==> src/rtl/core/cisc_pkg.sv <==
// ----------------------------------------------------------------------------
// cisc_pkg
// Shared types, opcodes and constants of the 8-bit bus-driven CPU core.
// ----------------------------------------------------------------------------
package cisc_pkg;

  typedef enum logic [2:0] {
    PH_IDLE  = 3'd0,
    PH_FETCH = 3'd1,
    PH_IMM1  = 3'd2,
    PH_IMM2  = 3'd3,
    PH_DATA  = 3'd4
  } phase_t;

  localparam logic [7:0] OP_LD_BC_NN = 8'h01;
  localparam logic [7:0] OP_DEC_B    = 8'h05;
  localparam logic [7:0] OP_LD_B_N   = 8'h06;
  localparam logic [7:0] OP_LD_NN_SP = 8'h08;
  localparam logic [7:0] OP_INC_C    = 8'h0C;
  localparam logic [7:0] OP_DEC_C    = 8'h0D;
  localparam logic [7:0] OP_LD_C_N   = 8'h0E;
  localparam logic [7:0] OP_LD_DE_NN = 8'h11;
  localparam logic [7:0] OP_DEC_D    = 8'h15;
  localparam logic [7:0] OP_LD_D_N   = 8'h16;
  localparam logic [7:0] OP_LD_A_DE  = 8'h1A;
  localparam logic [7:0] OP_LD_E_N   = 8'h1E;
  localparam logic [7:0] OP_JR_NZ    = 8'h20;
  localparam logic [7:0] OP_LD_HL_NN = 8'h21;
  localparam logic [7:0] OP_INC_HL   = 8'h23;
  localparam logic [7:0] OP_LD_SP_NN = 8'h31;
  localparam logic [7:0] OP_LDD_HL_A = 8'h32;
  localparam logic [7:0] OP_LD_A_N   = 8'h3E;
  localparam logic [7:0] OP_LD_HL_A  = 8'h77;
  localparam logic [7:0] OP_ADD_B    = 8'h80;
  localparam logic [7:0] OP_ADD_C    = 8'h81;
  localparam logic [7:0] OP_ADD_A    = 8'h87;
  localparam logic [7:0] OP_SUB_B    = 8'h90;
  localparam logic [7:0] OP_AND_B    = 8'hA0;
  localparam logic [7:0] OP_XOR_B    = 8'hA8;
  localparam logic [7:0] OP_XOR_A    = 8'hAF;
  localparam logic [7:0] OP_OR_B     = 8'hB0;
  localparam logic [7:0] OP_JP_NN    = 8'hC3;

  localparam logic [15:0] START_ADDR_RESET  = 16'h0100;
  localparam logic [15:0] START_STACK_RESET = 16'hFFFE;

  localparam logic [0:0] REG_START_ADDR  = 1'b0;
  localparam logic [0:0] REG_START_STACK = 1'b1;

  typedef struct packed {
    logic [15:0] bus_address;
    logic [7:0]  write_data;
    logic        is_write;
    logic        last;
    logic        instr_done;
    logic [4:0]  cycles_done;
  } beat_t;

  typedef struct packed {
    logic [1:0] count;
    beat_t      b0;
    beat_t      b1;
    beat_t      b2;
  } step_t;

  function automatic beat_t rd_beat(logic [15:0] a, logic done, logic [4:0] cyc);
    beat_t r;
    r.bus_address = a;
    r.write_data  = 8'h00;
    r.is_write    = 1'b0;
    r.last        = 1'b1;
    r.instr_done  = done;
    r.cycles_done = cyc;
    return r;
  endfunction

  function automatic beat_t wr_beat(logic [15:0] a, logic [7:0] d);
    beat_t r;
    r.bus_address = a;
    r.write_data  = d;
    r.is_write    = 1'b1;
    r.last        = 1'b0;
    r.instr_done  = 1'b0;
    r.cycles_done = 5'd0;
    return r;
  endfunction

endpackage

==> src/rtl/core/cisc_if.sv <==
// ----------------------------------------------------------------------------
// cisc_in_if / cisc_out_if
// Valid-ready channels for bus responses and bus requests.
// ----------------------------------------------------------------------------
interface cisc_in_if;
  logic       valid;
  logic       ready;
  logic       kind;
  logic [7:0] read_data;
  modport source (output valid, kind, read_data, input ready);
  modport sink (input valid, kind, read_data, output ready);
endinterface

interface cisc_out_if;
  logic        valid;
  logic        ready;
  logic [15:0] bus_address;
  logic [7:0]  write_data;
  logic        is_write;
  logic        last;
  logic        instr_done;
  logic [4:0]  cycles_done;
  modport source (output valid, bus_address, write_data, is_write, last, instr_done,
                  cycles_done, input ready);
  modport sink (input valid, bus_address, write_data, is_write, last, instr_done,
                cycles_done, output ready);
endinterface

==> src/rtl/core/cisc_exec.sv <==
// ----------------------------------------------------------------------------
// cisc_exec
// Architectural state and single-pass decode/execute of one bus response.
// ----------------------------------------------------------------------------
module cisc_exec (
  input  logic                 clk,
  input  logic                 rst,
  input  logic                 cfg_we,
  input  logic                 cfg_sel,
  input  logic [15:0]          cfg_data,
  output logic [15:0]          start_address,
  output logic [15:0]          start_stack,
  input  logic                 step_en,
  input  logic                 kind,
  input  logic [7:0]           read_data,
  output cisc_pkg::step_t      step
);

  cisc_pkg::phase_t phase, phase_next;
  logic [15:0] pc, pc_next, sp, sp_next;
  logic [7:0]  acc, acc_next;
  logic [3:0]  flags, flags_next;
  logic [7:0]  regs [6];
  logic [7:0]  regs_next [6];
  logic [7:0]  opcode, opcode_next, low_byte, low_byte_next;

  logic [15:0] hl, de, imm16, pc1;
  logic [8:0]  sum;
  logic [7:0]  addend, res;
  logic        one_imm, two_imm, latch_two;

  always_comb begin
    hl    = {regs[4], regs[5]};
    de    = {regs[2], regs[3]};
    imm16 = {read_data, low_byte};
    pc1   = pc + 16'd1;
    one_imm = (read_data inside {cisc_pkg::OP_LD_B_N, cisc_pkg::OP_LD_C_N,
      cisc_pkg::OP_LD_D_N, cisc_pkg::OP_LD_E_N, cisc_pkg::OP_LD_A_N, cisc_pkg::OP_JR_NZ});
    two_imm = (read_data inside {cisc_pkg::OP_LD_BC_NN, cisc_pkg::OP_LD_DE_NN,
      cisc_pkg::OP_LD_HL_NN, cisc_pkg::OP_LD_SP_NN, cisc_pkg::OP_LD_NN_SP, cisc_pkg::OP_JP_NN});
    latch_two = (opcode inside {cisc_pkg::OP_LD_BC_NN, cisc_pkg::OP_LD_DE_NN,
      cisc_pkg::OP_LD_HL_NN, cisc_pkg::OP_LD_SP_NN, cisc_pkg::OP_LD_NN_SP, cisc_pkg::OP_JP_NN});
    case (read_data)
      cisc_pkg::OP_ADD_C: addend = regs[1];
      cisc_pkg::OP_ADD_A: addend = acc;
      default:            addend = regs[0];
    endcase
    sum = {1'b0, acc} + {1'b0, addend};
    res = 8'h00;

    phase_next    = phase;
    pc_next       = pc;
    sp_next       = sp;
    acc_next      = acc;
    flags_next    = flags;
    regs_next     = regs;
    opcode_next   = opcode;
    low_byte_next = low_byte;
    step.count    = 2'd0;
    step.b0       = cisc_pkg::rd_beat(pc, 1'b1, 5'd0);
    step.b1       = step.b0;
    step.b2       = step.b0;

    if (!kind) begin
      pc_next    = start_address;
      phase_next = cisc_pkg::PH_FETCH;
      step.count = 2'd1;
      step.b0    = cisc_pkg::rd_beat(start_address, 1'b1, 5'd0);
    end else begin
      case (phase)
        cisc_pkg::PH_FETCH: begin
          pc_next     = pc1;
          opcode_next = read_data;
          step.count  = 2'd1;
          if (one_imm || two_imm) begin
            phase_next = cisc_pkg::PH_IMM1;
            step.b0    = cisc_pkg::rd_beat(pc1, 1'b0, 5'd0);
          end else if (read_data == cisc_pkg::OP_LD_A_DE) begin
            phase_next = cisc_pkg::PH_DATA;
            step.b0    = cisc_pkg::rd_beat(de, 1'b0, 5'd0);
          end else begin
            phase_next = cisc_pkg::PH_FETCH;
            step.b0    = cisc_pkg::rd_beat(pc1, 1'b1, 5'd4);
            case (read_data)
              cisc_pkg::OP_DEC_B, cisc_pkg::OP_DEC_C, cisc_pkg::OP_DEC_D: begin
                case (read_data)
                  cisc_pkg::OP_DEC_B: res = regs[0];
                  cisc_pkg::OP_DEC_C: res = regs[1];
                  default:            res = regs[2];
                endcase
                flags_next = {res == 8'h01, 1'b1, res[3:0] == 4'h0, flags[0]};
                res = res - 8'd1;
                case (read_data)
                  cisc_pkg::OP_DEC_B: regs_next[0] = res;
                  cisc_pkg::OP_DEC_C: regs_next[1] = res;
                  default:            regs_next[2] = res;
                endcase
              end
              cisc_pkg::OP_INC_C: begin
                regs_next[1] = regs[1] + 8'd1;
                flags_next = {regs[1] == 8'hFF, 1'b0, regs[1][3:0] == 4'hF, flags[0]};
              end
              cisc_pkg::OP_INC_HL: begin
                {regs_next[4], regs_next[5]} = hl + 16'd1;
                step.b0.cycles_done = 5'd8;
              end
              cisc_pkg::OP_LDD_HL_A, cisc_pkg::OP_LD_HL_A: begin
                if (read_data == cisc_pkg::OP_LDD_HL_A) begin
                  {regs_next[4], regs_next[5]} = hl - 16'd1;
                end
                step.count = 2'd2;
                step.b1 = cisc_pkg::rd_beat(pc1, 1'b1, 5'd8);
                step.b0 = cisc_pkg::wr_beat(hl, acc);
              end
              cisc_pkg::OP_ADD_B, cisc_pkg::OP_ADD_C, cisc_pkg::OP_ADD_A: begin
                acc_next = sum[7:0];
                flags_next = {sum[7:0] == 8'h00, 1'b0,
                              ({1'b0, acc[3:0]} + {1'b0, addend[3:0]}) > 5'h0F, sum[8]};
              end
              cisc_pkg::OP_SUB_B: begin
                acc_next = acc - regs[0];
                flags_next = {acc == regs[0], 1'b1, acc[3:0] < regs[0][3:0], acc < regs[0]};
              end
              cisc_pkg::OP_AND_B: begin
                acc_next = acc & regs[0];
                flags_next = {(acc & regs[0]) == 8'h00, 3'b010};
              end
              cisc_pkg::OP_XOR_B: begin
                acc_next = acc ^ regs[0];
                flags_next = {(acc ^ regs[0]) == 8'h00, 3'b000};
              end
              cisc_pkg::OP_OR_B: begin
                acc_next = acc | regs[0];
                flags_next = {(acc | regs[0]) == 8'h00, 3'b000};
              end
              cisc_pkg::OP_XOR_A: begin
                acc_next = 8'h00;
                flags_next = 4'b1000;
              end
              default: ;
            endcase
          end
        end
        cisc_pkg::PH_IMM1: begin
          pc_next    = pc1;
          step.count = 2'd1;
          phase_next = cisc_pkg::PH_FETCH;
          step.b0    = cisc_pkg::rd_beat(pc1, 1'b1, 5'd8);
          if (latch_two) begin
            low_byte_next = read_data;
            phase_next    = cisc_pkg::PH_IMM2;
            step.b0       = cisc_pkg::rd_beat(pc1, 1'b0, 5'd0);
          end else begin
            case (opcode)
              cisc_pkg::OP_LD_B_N: regs_next[0] = read_data;
              cisc_pkg::OP_LD_C_N: regs_next[1] = read_data;
              cisc_pkg::OP_LD_D_N: regs_next[2] = read_data;
              cisc_pkg::OP_LD_E_N: regs_next[3] = read_data;
              cisc_pkg::OP_LD_A_N: acc_next = read_data;
              cisc_pkg::OP_JR_NZ: begin
                if (!flags[3]) begin
                  pc_next = pc1 + {{8{read_data[7]}}, read_data};
                  step.b0 = cisc_pkg::rd_beat(pc_next, 1'b1, 5'd12);
                end
              end
              default: step.b0.cycles_done = 5'd4;
            endcase
          end
        end
        cisc_pkg::PH_IMM2: begin
          pc_next    = pc1;
          phase_next = cisc_pkg::PH_FETCH;
          step.count = 2'd1;
          step.b0    = cisc_pkg::rd_beat(pc1, 1'b1, 5'd12);
          case (opcode)
            cisc_pkg::OP_LD_BC_NN: {regs_next[0], regs_next[1]} = imm16;
            cisc_pkg::OP_LD_DE_NN: {regs_next[2], regs_next[3]} = imm16;
            cisc_pkg::OP_LD_HL_NN: {regs_next[4], regs_next[5]} = imm16;
            cisc_pkg::OP_LD_SP_NN: sp_next = imm16;
            cisc_pkg::OP_LD_NN_SP: begin
              step.count = 2'd3;
              step.b0 = cisc_pkg::wr_beat(imm16, sp[7:0]);
              step.b1 = cisc_pkg::wr_beat(imm16 + 16'd1, sp[15:8]);
              step.b2 = cisc_pkg::rd_beat(pc1, 1'b1, 5'd20);
            end
            cisc_pkg::OP_JP_NN: begin
              pc_next = imm16;
              step.b0 = cisc_pkg::rd_beat(imm16, 1'b1, 5'd16);
            end
            default: step.b0.cycles_done = 5'd4;
          endcase
        end
        cisc_pkg::PH_DATA: begin
          acc_next   = read_data;
          phase_next = cisc_pkg::PH_FETCH;
          step.count = 2'd1;
          step.b0    = cisc_pkg::rd_beat(pc, 1'b1, 5'd8);
        end
        default: step.count = 2'd0;
      endcase
    end
  end

  always_ff @(posedge clk) begin
    if (rst) begin
      phase         <= cisc_pkg::PH_IDLE;
      start_address <= cisc_pkg::START_ADDR_RESET;
      start_stack   <= cisc_pkg::START_STACK_RESET;
      pc            <= cisc_pkg::START_ADDR_RESET;
      sp            <= cisc_pkg::START_STACK_RESET;
      acc           <= 8'h00;
      flags         <= 4'h0;
      opcode        <= 8'h00;
      low_byte      <= 8'h00;
      for (int i = 0; i < 6; i++) begin
        regs[i] <= 8'h00;
      end
    end else if (cfg_we) begin
      if (cfg_sel == cisc_pkg::REG_START_ADDR) begin
        start_address <= cfg_data;
      end else begin
        start_stack <= cfg_data;
        sp          <= cfg_data;
      end
    end else if (step_en) begin
      phase    <= phase_next;
      pc       <= pc_next;
      sp       <= sp_next;
      acc      <= acc_next;
      flags    <= flags_next;
      opcode   <= opcode_next;
      low_byte <= low_byte_next;
      regs     <= regs_next;
    end
  end

endmodule

==> src/rtl/core/cisc_outq.sv <==
// ----------------------------------------------------------------------------
// cisc_outq
// Result buffer holding up to three bus beats of one step, drained in order.
// ----------------------------------------------------------------------------
module cisc_outq (
  input  logic               clk,
  input  logic               rst,
  input  logic               load,
  input  cisc_pkg::step_t    step,
  output logic               can_load,
  cisc_out_if.source         out_ch
);

  cisc_pkg::beat_t slot [3];
  logic [1:0] cnt, head;
  logic       pop;

  assign pop      = out_ch.valid && out_ch.ready;
  assign can_load = (cnt == 2'd0) || (pop && cnt == 2'd1);

  assign out_ch.valid       = cnt != 2'd0;
  assign out_ch.bus_address = slot[head].bus_address;
  assign out_ch.write_data  = slot[head].write_data;
  assign out_ch.is_write    = slot[head].is_write;
  assign out_ch.last        = slot[head].last;
  assign out_ch.instr_done  = slot[head].instr_done;
  assign out_ch.cycles_done = slot[head].cycles_done;

  always_ff @(posedge clk) begin
    if (rst) begin
      cnt  <= 2'd0;
      head <= 2'd0;
    end else if (load) begin
      cnt  <= step.count;
      head <= 2'd0;
    end else if (pop) begin
      cnt  <= cnt - 2'd1;
      head <= head + 2'd1;
    end
  end

  always_ff @(posedge clk) begin
    if (load) begin
      slot[0] <= step.b0;
      slot[1] <= step.b1;
      slot[2] <= step.b2;
    end
  end

endmodule

==> src/rtl/core/cpu_instruction_subset_core.sv <==
// A bus response beat yields its first request beat in the cycle after it.
// One response per cycle while each step makes one request beat and out_ch
// is ready; write steps put out up to three beats, the last freeing the input.
// Reset (rst, synchronous): PC 0x0100, SP 0xFFFE, other state zero, core idle
// until a start beat arrives.
// ----------------------------------------------------------------------------
// cpu_instruction_subset_core
// Bus-driven 8-bit CPU core with an APB register port for start values.
// ----------------------------------------------------------------------------
module cpu_instruction_subset_core (
  input  logic        clk,
  input  logic        rst,
  input  logic        psel,
  input  logic        penable,
  input  logic        pwrite,
  input  logic [2:2]  paddr,
  input  logic [31:0] pwdata,
  output logic [31:0] prdata,
  output logic        pready,
  cisc_in_if.sink     in_ch,
  cisc_out_if.source  out_ch
);

  cisc_pkg::step_t step;
  logic [15:0] start_address, start_stack;
  logic can_load, take, cfg_we;

  assign pready   = 1'b1;
  assign cfg_we   = psel && penable && pwrite;
  assign prdata   = {16'h0000, paddr[2] ? start_stack : start_address};
  assign in_ch.ready = can_load;
  assign take     = in_ch.valid && can_load;

  cisc_exec u_exec (
    .clk(clk), .rst(rst), .cfg_we(cfg_we), .cfg_sel(paddr[2]),
    .cfg_data(pwdata[15:0]), .start_address(start_address), .start_stack(start_stack),
    .step_en(take), .kind(in_ch.kind), .read_data(in_ch.read_data), .step(step)
  );

  cisc_outq u_outq (
    .clk(clk), .rst(rst), .load(take), .step(step), .can_load(can_load), .out_ch(out_ch)
  );

endmodule

==> src/flat_wrapper.sv <==
// flat-port wrapper written by rule: the top's interface ports become plain ports
module cpu_instruction_subset_core_flat 
  (clk, rst, psel, penable, pwrite, paddr, pwdata, prdata, pready, in_ch_valid, in_ch_kind, in_ch_read_data, in_ch_ready, out_ch_valid, out_ch_bus_address, out_ch_write_data, out_ch_is_write, out_ch_last, out_ch_instr_done, out_ch_cycles_done, out_ch_ready);
  cisc_in_if in_ch_i ();
  cisc_out_if out_ch_i ();
  input  logic clk;
  input  logic rst;
  input  logic psel;
  input  logic penable;
  input  logic pwrite;
  input  logic [2:2] paddr;
  input  logic [31:0] pwdata;
  output logic [31:0] prdata;
  output logic pready;
  input wire logic [$bits(in_ch_i.valid)-1:0] in_ch_valid;
  input wire logic [$bits(in_ch_i.kind)-1:0] in_ch_kind;
  input wire logic [$bits(in_ch_i.read_data)-1:0] in_ch_read_data;
  output wire logic [$bits(in_ch_i.ready)-1:0] in_ch_ready;
  output wire logic [$bits(out_ch_i.valid)-1:0] out_ch_valid;
  output wire logic [$bits(out_ch_i.bus_address)-1:0] out_ch_bus_address;
  output wire logic [$bits(out_ch_i.write_data)-1:0] out_ch_write_data;
  output wire logic [$bits(out_ch_i.is_write)-1:0] out_ch_is_write;
  output wire logic [$bits(out_ch_i.last)-1:0] out_ch_last;
  output wire logic [$bits(out_ch_i.instr_done)-1:0] out_ch_instr_done;
  output wire logic [$bits(out_ch_i.cycles_done)-1:0] out_ch_cycles_done;
  input wire logic [$bits(out_ch_i.ready)-1:0] out_ch_ready;
  assign in_ch_i.valid = in_ch_valid;
  assign in_ch_i.kind = in_ch_kind;
  assign in_ch_i.read_data = in_ch_read_data;
  assign in_ch_ready = in_ch_i.ready;
  assign out_ch_valid = out_ch_i.valid;
  assign out_ch_bus_address = out_ch_i.bus_address;
  assign out_ch_write_data = out_ch_i.write_data;
  assign out_ch_is_write = out_ch_i.is_write;
  assign out_ch_last = out_ch_i.last;
  assign out_ch_instr_done = out_ch_i.instr_done;
  assign out_ch_cycles_done = out_ch_i.cycles_done;
  assign out_ch_i.ready = out_ch_ready;
  cpu_instruction_subset_core u_core (.clk(clk), .rst(rst), .psel(psel), .penable(penable), .pwrite(pwrite), .paddr(paddr), .pwdata(pwdata), .prdata(prdata), .pready(pready), .in_ch(in_ch_i), .out_ch(out_ch_i));
endmodule
==> config.mk <==
export PLATFORM = sky130hd
export DESIGN_NAME = cpu_instruction_subset_core_flat
export DESIGN_NICKNAME = d
export VERILOG_FILES = /design/src/rtl/core/cisc_pkg.sv /design/src/rtl/core/cisc_if.sv /design/src/rtl/core/cisc_exec.sv /design/src/rtl/core/cisc_outq.sv /design/src/rtl/core/cpu_instruction_subset_core.sv /design/src/flat_wrapper.sv
export SDC_FILE = /design/constraint.sdc
export NUM_CORES = 1
export LEC_CHECK = 0
export BUFFER_PORTS_ARGS = -buffer_cell sky130_fd_sc_hd__buf_4
export CAP_MARGIN = 20
export CORE_AREA = 2 2 157 159
export CTS_BUF_LIST = sky130_fd_sc_hd__clkbuf_2 sky130_fd_sc_hd__clkbuf_4 sky130_fd_sc_hd__clkbuf_8
export DETAILED_ROUTE_END_ITERATION = 10
export DIE_AREA = 0 0 159 161
export HOLD_SLACK_MARGIN = 0.03
export PLACE_DENSITY = 0.87
export SLEW_MARGIN = 10
export SYNTH_ARGS = -nofsm -noshare
export SYNTH_HDL_FRONTEND = slang
export SYNTH_SLANG_ARGS = --single-unit
==> constraint.sdc <==
create_clock -name clk -period 7.7 [get_ports clk]
set_clock_uncertainty 0.1 [all_clocks]
set_input_delay 1.54 -clock clk [delete_from_list [all_inputs] [get_ports clk]]
set_output_delay 1.54 -clock clk [all_outputs]
set_load 0.1 [all_outputs]
==> flow_metrics.env <==
export IMPL_ir_drop_mv=0.165
export IMPL_vias=16105
export IMPL_hold_start="u_core.u_exec.start_stack[0]"
export IMPL_rows=57
export IMPL_cts_hold_repair_buffers=0
export IMPL_cp_data_arrival_time_ps=5740
export IMPL_reg2reg_to="u_core.u_exec.pc[15]"
export IMPL_setup_tns_ps=0
export IMPL_grt_pass1_vias=15191
export IMPL_r2r_start="u_core.u_exec.pc[0]"
export IMPL_cp_end_kind="register"
export IMPL_antenna_found_initial=1
export IMPL_clkTransAtPathRegs_ps=60
export IMPL_crit_required_ps=8060
export IMPL_die_y_um=161
export IMPL_insertion_delay_ps=540
export IMPL_period_share_pct=69.9
export IMPL_fin_crit_ps=5380
export IMPL_routed_wl_um=56200
export IMPL_dr_pass1_iters=6
export IMPL_dp_hpwl_um=38700
export IMPL_dieArea_um2=25600
export IMPL_cts_sinks=220
export IMPL_cts_resized=0
export IMPL_synthCells=2008
export IMPL_rsz0062_at_grt="no"
export IMPL_finalSetupViolations=0
export IMPL_ys_warnings_count=0
export IMPL_layout_drive_gt1_share_pct=11.3
export IMPL_min_path_type="register to register"
export IMPL_antenna_cells=0
export IMPL_fin_nets=2128
export IMPL_switching_power_mw=1.21
export IMPL_die_w_um=159
export IMPL_swShare_pct=35.8
export IMPL_pre_cts_ws_ps=1880
export IMPL_total_power_mw=3.39
export IMPL_synth_edf_count=74
export IMPL_p_leak_nw=6.55
export IMPL_num_fill_cells=1871
export IMPL_clk_path_buf_depth=3
export IMPL_setup_ws_ps=2320
export IMPL_synth_flop_cell="dfxtp_1"
export IMPL_rr_worst_depth=16
export IMPL_criticalPathCategory="input port to register"
export IMPL_coreArea_um2=24000
export IMPL_syn_to_final_growth_pct=8.44
export IMPL_worstMarginPinSlew_ps=1150
export IMPL_grt_overflow=0
export IMPL_synth_cell_types=94
export IMPL_synthArstFlopShare_pct=0
export IMPL_grt_max_degree=77
export IMPL_seqCellArea_um2=5140
export IMPL_synth_seq_area_share_pct=32.3
export IMPL_cts_root_buf="clkbuf_8"
export IMPL_tritoncts="yes"
export IMPL_wl_per_cell_um=23.8
export IMPL_port_buffers=80
export IMPL_post_cts_repair_setup_buffers=0
export IMPL_synth_area_leaders="dfxtp_1, edfxtp_1, nand2_1"
export IMPL_p_int_mw=2.18
export IMPL_grt_pass1_wl_um=85800
export IMPL_syn_avg_cell_area_um2=7.93
export IMPL_whs_endpoint="u_core.u_exec.start_stack[0]"
export IMPL_start_util_pct=66.4
export IMPL_place_gp_congestion=1.06
export IMPL_slew_headroom_pct=23.2
export IMPL_maxCapViolCount=0
export IMPL_ys_ff_latch=220
export IMPL_ant_nets=0
export IMPL_synth_top_area_share_pct=18.4
export IMPL_r2r_slack_ps=3020
export IMPL_p_per_area_nw_per_um2=197
export IMPL_worst_setup_path_start_kind="input port"
export IMPL_status="finished clean"
export IMPL_slew_violations=0
export IMPL_drc=0
export IMPL_htreeDepth=2
export IMPL_gr_usage_all_layers_pct=42.7
export IMPL_syn_area_um2=15900
export IMPL_drt_iter0_drc=2216
export IMPL_p_clk_share_pct=34.1
export IMPL_ios=116
export IMPL_max_freq_mhz=186
export IMPL_seqPwrFrac_pct=39.4
export IMPL_vias_per_cell=6.84
export IMPL_hold_viol=0
export IMPL_holdPathStages=2
export IMPL_multi_input_area_um2=9820
export IMPL_critPathMaxFanout=22
export IMPL_power_frac_comb_pct=26.4
export IMPL_yosys_area_top_type="dfxtp_1"
export IMPL_cts_buffers_inserted=38
-- worst max-delay path: stages --
cell and delay (ps):
buf_4 300, inv_1 360, nor4_1 370, o21ai_1 130, inv_1 550, ha_1 380, a211oi_1 330, o21ai_1 160
a2111oi_0 480, a311o_1 230, o21a_1 180, o21ai_1 100, xnor2_1 150, mux2_2 360, a21oi_1 110
-- Yosys cell counts, types with 26 or more instances --
cell / number
clkbuf_1: 97
nand2_1: 273
dfxtp_1: 146
nor2_1: 192
inv_1: 64
edfxtp_1: 74
nand3_1: 84
a21oi_1: 158
and3_1: 31
a22oi_1: 33
o21ai_0: 135
buf_2: 29
xor2_1: 43
mux2i_1: 72
ha_1: 69
nor3_1: 43
xnor2_1: 54
a211oi_1: 26
-- metal layers --
metal	part of all wire (%)	track usage [%]	vias up
li1	-	-	7194
met4	5.4	21.6	2
met5	0.036	0	-
met2	43	65.3	1126
met3	12	9.94	240
met1	39	56.8	7543
-- cell families (layout without fill, tap and decap cells) --
family,count (synthesis),after routing,synth area share (%)
AOI/OAI and AO/OA,561,561,22.7
xor gates and xnor gates,97,97,5.34
and+or+nand+nor,734,734,21.6
adders and majority gates,73,73,5.92
other,2,19,0.0472
buffers and inverters,234,241,6.52
muxes,87,87,5.59
DFF,220,220,32.3
-- area by class of cell --
| class | count | share of cell area (%) |
|---|---|---|
| multi-input cells | 1571 | 56.9 |
| flip-flops and latches | 220 | 29.8 |
| repair buffers | 111 | 4.83 |
| clock buffers | 57 | 4.18 |
| well taps | 324 | 2.35 |
| inverters | 64 | 1.39 |
| clock inverters | 9 | 0.587 |
-- sequential cells by signal (all words and copies together), names as in the netlist, 16 cells and up, named ones only --
register / cells
u_core.u_exec.start_address: 16
u_core.u_exec.pc: 16
u_core.u_exec.de: 16
u_core.u_outq.slot: 74
u_core.u_exec.regs: 16
u_core.u_exec.hl: 16
u_core.u_exec.start_stack: 16
u_core.u_exec.sp: 16
-- placed cells by master, fill, tap and decap left out, types with 13 or more instances in the layout --
cell / n
a31oi_1: 21
nand4_1: 14
nor2b_1: 15
a21oi_1: 158
a211oi_1: 26
conb_1: 19
and3_1: 31
o22ai_1: 20
nand3_1: 84
a21o_1: 17
mux2i_1: 72
mux2_2: 15
a22oi_1: 33
a221oi_1: 18
nor2_1: 191
dfxtp_1: 146
nand2_1: 273
xnor2_1: 54
o221ai_1: 17
inv_1: 64
o21ai_0: 135
ha_1: 69
edfxtp_1: 74
a311oi_1: 13
nor3_1: 43
buf_4: 111
o211ai_1: 17
xor2_1: 43
clkbuf_8: 47
-- power groups by stage --
stage | clock, mW | combinational (mW) | sequential [mW]
global placement | 0 | 0.863 | 1.35
CTS | 1.16 | 0.879 | 1.34
detailed placement | 0 | 0.874 | 1.36
global route | 1.21 | 0.940 | 1.34
finish | 1.16 | 0.897 | 1.34
floorplan | 0 | 0.697 | 1.34
-- per-stage QoR --
stage | std cells | hold WS [ps] | instance area (um2) | utilization, %
6_report | 2356 | 358 | 17300 | 72.1
5_1_grt | 2356 | 391 | 17300 | 72.1
4_1_cts | 2356 | 354 | 17300 | 72.1
3_5_place_dp | 2290 | 347 | 16400 | 68.6
3_3_place_gp | 2289 | 338 | 16400 | 68.6
2_1_floorplan | 2025 | 333 | 16000 | -
-- worst max path at each step --
stage,startpoint,endpoint,slack (ps),depth (start not counted)
2_1_floorplan,paddr,prdata[12],1990,3
3_3_place_gp,in_ch_read_data[1],u_core.u_exec.hl[15],1950,15
3_5_place_dp,in_ch_read_data[1],u_core.u_exec.hl[15],1880,15
4_1_cts,in_ch_read_data[1],u_core.u_exec.hl[15],2430,15
5_1_grt,in_ch_read_data[1],u_core.u_exec.hl[15],2120,15
6_report,in_ch_read_data[1],u_core.u_exec.hl[15],2320,15
Power figures use the tool's default switching activity.
